==> config.mk <==
export PLATFORM = sky130hd
export DESIGN_NAME = grc_div
export DESIGN_NICKNAME = d
export VERILOG_FILES = /design/src/rtl/core/grc_pkg.sv /design/src/rtl/core/grc_div.sv
export SDC_FILE = /design/constraint.sdc
export NUM_CORES = 1
export LEC_CHECK = 0
export BUFFER_PORTS_ARGS = -buffer_cell sky130_fd_sc_hd__buf_2
export CORE_ASPECT_RATIO = 1.2
export CORE_MARGIN = 2
export CORE_UTILIZATION = 57
export DETAILED_ROUTE_END_ITERATION = 7
export PLACE_DENSITY = 0.85
export SYNTH_ARGS = -nofsm -noshare
export SYNTH_HDL_FRONTEND = slang
export SYNTH_SLANG_ARGS = --single-unit
==> constraint.sdc <==
create_clock -name clk -period 5.95 [get_ports clk]
set_clock_uncertainty 0.05 [all_clocks]
set_input_delay 1.19 -clock clk [delete_from_list [all_inputs] [get_ports clk]]
set_output_delay 1.19 -clock clk [all_outputs]
set_load 0.02 [all_outputs]
==> src/rtl/core/grc_pkg.sv <==
// Shared constants, codes and divider interface types for the grid ray caster.
// No dependencies.
`timescale 1ns / 1ps
package grc_pkg;

  localparam int FRAC_BITS = 16;
  localparam int MAP_SIZE  = 64;
  localparam int MAP_W     = $clog2(MAP_SIZE);
  localparam int ADDR_W    = 2 * MAP_W;
  localparam int MAP_CELLS = MAP_SIZE * MAP_SIZE;
  localparam int CELL_W    = MAP_W + 2;
  localparam int POS_W     = MAP_W + FRAC_BITS;
  localparam int MAX_STEPS = 128;
  localparam int STEP_W    = $clog2(MAX_STEPS + 1);

  localparam int DIR_W      = 19;
  localparam int PM_W       = 18;
  localparam int SCR_W      = 13;
  localparam int COL_W      = 12;
  localparam int CFG_IDX_W  = 3;
  localparam int CFG_DATA_W = 22;

  localparam int DIV_NW    = 2 * FRAC_BITS + 1;
  localparam int DIV_DW    = 32;
  localparam int DIV_CNT_W = $clog2(DIV_NW);

  localparam logic [1:0] STATUS_HIT   = 2'd0;
  localparam logic [1:0] STATUS_LIMIT = 2'd1;
  localparam logic [1:0] STATUS_WRITE = 2'd2;

  localparam logic OP_WRITE = 1'b0;
  localparam logic OP_CAST  = 1'b1;

  localparam logic [CFG_IDX_W-1:0] CFG_POS_X  = 3'd0;
  localparam logic [CFG_IDX_W-1:0] CFG_POS_Y  = 3'd1;
  localparam logic [CFG_IDX_W-1:0] CFG_DIR_X  = 3'd2;
  localparam logic [CFG_IDX_W-1:0] CFG_DIR_Y  = 3'd3;
  localparam logic [CFG_IDX_W-1:0] CFG_PLANE  = 3'd4;
  localparam logic [CFG_IDX_W-1:0] CFG_SCR_W  = 3'd5;
  localparam logic [CFG_IDX_W-1:0] CFG_SCR_H  = 3'd6;

  typedef struct packed {
    logic              start;
    logic [DIV_NW-1:0] num;
    logic [DIV_DW-1:0] den;
  } div_req_t;

  typedef struct packed {
    logic              done;
    logic [DIV_NW-1:0] quo;
  } div_rsp_t;

endpackage

==> src/rtl/core/grc_div.sv <==
// Restoring unsigned divider, one quotient bit per cycle.
// Depends on grc_pkg (widths, div_req_t, div_rsp_t).
`timescale 1ns / 1ps
module grc_div (
  input  logic              clk,
  input  logic              rst,
  input  grc_pkg::div_req_t req,
  output grc_pkg::div_rsp_t rsp
);
  import grc_pkg::*;

  logic                 busy;
  logic                 done;
  logic [DIV_CNT_W-1:0] cnt;
  logic [DIV_DW-1:0]    rem;
  logic [DIV_NW-1:0]    quo;
  logic [DIV_DW-1:0]    den;
  logic [DIV_DW:0]      shl;
  logic [DIV_DW:0]      dif;
  logic                 ge;

  assign shl = {rem, quo[DIV_NW-1]};
  assign ge  = shl >= {1'b0, den};
  assign dif = shl - {1'b0, den};

  always_ff @(posedge clk) begin
    if (rst) begin
      busy <= 1'b0;
      done <= 1'b0;
      cnt  <= '0;
    end else begin
      done <= 1'b0;
      if (req.start) begin
        busy <= 1'b1;
        cnt  <= '0;
        rem  <= '0;
        quo  <= req.num;
        den  <= req.den;
      end else if (busy) begin
        rem <= ge ? dif[DIV_DW-1:0] : shl[DIV_DW-1:0];
        quo <= {quo[DIV_NW-2:0], ge};
        cnt <= cnt + 1'b1;
        if (cnt == DIV_CNT_W'(DIV_NW - 1)) begin
          busy <= 1'b0;
          done <= 1'b1;
        end
      end
    end
  end

  assign rsp.done = done;
  assign rsp.quo  = quo;

endmodule

-- Word level (Yosys, flattened, before mapping)
Cells that the tools add are included.
- add/sub/neg operators: 2
- magnitude comparators: 1
- equal/unequal tests: 1
- multiplexer cells: 8
- bitwise operators: 2
- reduce and logical (&&, ||, !) cells: 5
- operator list (operator ; count):
    $mux W33 ; 2
    $mux W32 ; 2
    $ge A33 B32 Y1 ; 1
    $sub A32 B32 Y32 ; 1
    $add A6 B1 Y6 const B ; 1
    $eq A6 B6 Y1 const B ; 1
    $mux W1 ; 4
    $reduce_and A2 Y1 ; 2
    $reduce_or A3 Y1 ; 1
    $not A1 Y1 ; 2
    $reduce_bool A2 Y1 ; 1
    $reduce_or A2 Y1 ; 1
- register bits after elaboration: 105
- input port bits: 68
- output and inout bits: 34

-- Logic depth before layout (Yosys ltp)
- word-level depth: 4
- depth in mapped cells: 13
- depth with buffers taken out: 12

-- Worst setup path before layout
Ideal clock, no wire load.
- path kind: in2reg
- from: input port req[65] in the netlist's numbering
- to: register quo[0], enable pin
- library setup time: 0.488 ns
- arrival time: 4.315 ns
- data required time: 5.412 ns
- setup slack: 1.097 ns
- stages: 3
- path buffers: 1
- path through: clkbuf_1 -> nor2_1 -> nor2_1
- longest elaborated chain between the ends: 2
- RTL lines (what ; RTL line ; RTL):
    start: declaration ; grc_div.sv:7 ; input grc_pkg::div_req_t req,
    $reduce_bool A2 Y1 (no line) ; n/a ;
    $reduce_and A2 Y1 (no line) ; n/a ;
    end signal: assignment ; grc_div.sv:37 ; quo <= req.num;
    end signal: assignment ; grc_div.sv:41 ; quo <= {quo[DIV_NW-2:0], ge};
    end: declaration ; grc_div.sv:16 ; logic [DIV_NW-1:0] quo;
No other way between the ends.
A chain may end at the register's enable or synchronous reset.

-- Final worst setup path
- from: register rem[1]
- to: register rem[22], data pin
- longest elaborated chain between the ends: 3
- elaborated cells between the ends (all ways): 4
- those cells by class: 1 x add/sub; 1 x order compare; 2 x mux
- RTL lines (what ; RTL line ; RTL):
    start: declaration ; grc_div.sv:15 ; logic [DIV_DW-1:0] rem;
    start signal: assignment ; grc_div.sv:40 ; rem <= ge ? dif[DIV_DW-1:0] : shl[DIV_DW-1:0];
    $sub A32 B32 Y32 / $ge A33 B32 Y1 (equally long branches) ; grc_div.sv:24, grc_div.sv:23 ;
    $mux W32 (*) ; grc_div.sv:40 ;
    $mux W32 (*) ; grc_div.sv:39 ; end else if (busy) begin
Mark *: on every way between the ends. The rest lies on a longest branch, timed or not. The select of a mux whose other input is x is not followed.

==> results.py <==
metrics = {
    "place": {
        "place_congestion": 0.931,
        "port_buffers": 101,
        "pre_cts_ws_ns": 2.34,
        "hpwl_microns": 9530,
        "placed_cell_area_sq_um": 6730,
    },
    "clock_tree": {
        "cts_root_buffer": "clkbuf_16",
        "hold_buffers": 0,
        "cts_made_buffers": 9,
        "clkSinkCount": 105,
        "cts_tree": "done",
        "clk_path_buf_depth": 2,
        "cts-htree-levels": 3,
        "clk_latency_ns": 0.36,
        "cts_setup_buffers": 0,
        "ctsResizeCount": 0,
        "clk_pin_slew_worst_paths_ns": 0.07,
    },
    "synth": {
        "synth_edf_count": 97,
        "synth_common_cells": "edfxtp_1, nor2_1, inv_1",
        "synth_area_leaders": "edfxtp_1, ha_1, mux2_2",
        "avgSynthCellArea_sq_um": 11.4,
        "synthCells": 534,
        "syn_nets": 637,
        "yosysTopAreaCell": "edfxtp_1",
        "ys_seq_area_frac": 0.504,
        "ys_seq_elements": 105,
        "netlist.area_leader.share": 0.478,
        "synth_ff_type": "edfxtp_1",
        "synthArstFlopShare": 0,
        "synth.yosys.warnings": 0,
        "synth.cell_area_sq_um": 6090,
        "synth.most_common_cell": "edfxtp_1",
        "ys_types": 60,
    },
    "global_route": {
        "grt_usage": 0.229,
        "grt_max_degree": 67,
        "grt_pass1_vias": 4559,
        "antenna_found_initial": 0,
        "grt_pass1_wl_microns": 21000,
        "grt-ovfl-total": 0,
    },
    "die": {
        "start_util": 0.582,
        "die_area_sq_um": 11500,
        "rows": 41,
        "io_pins": 102,
        "fp.dieH_microns": 117,
        "die_w_microns": 98.4,
        "core_area_sq_um": 10500,
    },
    "sta": {
        "tns_ns": 0,
        "fin_crit_sh": 0.614,
        "hold_viol_final": 0,
        "timing.final.ws_setup_ns": 2.30,
        "max_freq_mhz": 274,
        "max_slew_margin": 0.215,
        "slew_viol_final": 0,
        "rsz0062_at_grt": "false",
        "worst_pin_slew_ns": 1.18,
        "finalCriticalPeriod_ns": 3.65,
        "finalSetupViolCount": 0,
    },
    "critical_path": {
        "timing.critical_path.to_type": "flip-flop",
        "path_max_fanout": 25,
        "crit_end": "rem[22]",
        "rr_endpoint": "rem[22]",
        "startpoint": "rem[1]",
        "r2r_cells": 11,
        "worstSetupPathType": "reg2reg",
        "required_ns": 5.98,
        "rr_startpoint": "rem[1]",
        "crit_path_start_kind": "flip-flop",
        "rrSetupSlack_ns": 2.30,
        "cp.arrival_ns": 3.68,
    },
    "detailed_routing": {
        "firstDrtPassIters": 4,
        "route.detailed.drc": 0,
        "finalWirelength_microns": 13200,
        "antenna_left": 0,
        "drtIter0Drc": 307,
        "wl_per_cell_microns": 17.2,
        "vias": 4490,
        "viasPerCell": 5.85,
    },
    "power": {
        "p_per_area_nw_per_um2": 294,
        "ir_drop_v": 0.000201,
        "p_sw_frac": 0.315,
        "p_sw_mw": 0.650,
        "p_int_mw": 1.41,
        "pwr-share-seq": 0.442,
        "clockPowerShare": 0.282,
        "power_frac_comb": 0.276,
        "p_leak_nw": 2.98,
    },
    "final_layout": {
        "final_design_area_no_fill_sq_um": 7020,
        "area_growth_pct": 15.2,
        "n_antenna_cell": 0,
        "nets": 737,
        "drive_gt1_frac": 0.266,
    },
    "run": {
        "drv_cap": 0,
    },
    "worst_hold_path": {
        "hold_depth": 2,
        "hp-class": "reg2reg",
    },
    "status": {
        "status": "finished clean",
    },
}
## layout by cell type, fill, tap and decap left out, types with 11 or more instances in the layout
master and instances:
inv_1 43, a21oi_1 30, ha_1 34, nand2_1 22
o21ai_0 18, buf_2 101, xor2_1 16, edfxtp_1 97
mux2_2 33, nor2_1 53, xnor2_1 13, a21o_1 11
mux2i_1 27
## stage by stage
step	instances	total power, mW	hold slack (ns)	utilization
2_1_floorplan	534	1.35	0.404	-
3_3_place_gp	752	1.46	0.416	0.643
3_5_place_dp	752	1.49	0.454	0.643
4_1_cts	768	2.07	0.466	0.670
5_1_grt	768	2.15	0.481	0.670
6_report	768	2.06	0.463	0.670
## power by group through the flow
stage	Sequential, mW	Clock, mW	Combinational (mW)
2_1_floorplan	0.939	0	0.413
3_3_place_gp	0.925	0	0.538
3_5_place_dp	0.927	0	0.560
4_1_cts	0.912	0.591	0.565
5_1_grt	0.918	0.610	0.627
6_report	0.912	0.582	0.570
## per-layer routing
| metal | vias to the layer above | wire length, microns | track usage |
|---|---|---|---|
| met1 | 2114 | 5210 | 0.261 |
| li1 | 2180 | - | - |
| met3 | 33 | 875 | 0.0540 |
| met5 | - | 0 | 0 |
| met4 | 0 | 434 | 0.110 |
| met2 | 163 | 6680 | 0.409 |
## worst min path at each step
stage | start | end
CTS | cnt[5] | cnt[5]
finish | cnt[5] | cnt[5]
global route | cnt[5] | cnt[5]
global placement | cnt[5] | cnt[5]
detailed placement | cnt[5] | cnt[5]
floorplan | cnt[5] | cnt[5]
## registers in the layout, indices dropped and copies added (netlist names)
register and count:
done 1, busy 1, rem 32, cnt 6, quo 33, den 32
## logic make-up (layout without fill, tap and decap cells)
group	count (synthesis)	count (layout)	share of synthesized area
flip-flops	105	105	0.504
XOR/XNOR	29	29	0.0417
adder cells (fa/ha/maj)	35	35	0.0731
multiplexers	60	60	0.105
AO/OA/AOI/OAI	107	107	0.125
buffers and inverters	59	164	0.0398
AND/OR/NAND/NOR	139	139	0.110
## worst max-delay path, stage by stage, from the launching register on
cell and delay (ns):
edfxtp_1 0.42, ha_1 0.42, o211ai_2 0.10, a21oi_1 0.31, o21a_1 0.26, o41ai_4 0.12, o21ai_2 0.25, a221oi_4 0.13
o21ai_4 0.51, buf_4 0.46, mux2i_1 0.26, nor2_1 0.06
## layout make-up
| cell class | instances | area (sq um) |
|---|---|---|
| inverter | 43 | 161 |
| clock inverter | 7 | 65.1 |
| multi-input combinational | 370 | 2790 |
| timing repair buffer | 105 | 536 |
| clock buffer | 9 | 225 |
| fill | 793 | 3450 |
| sequential | 105 | 3070 |
| tap | 129 | 161 |
(Power assumes the default switching activity.)
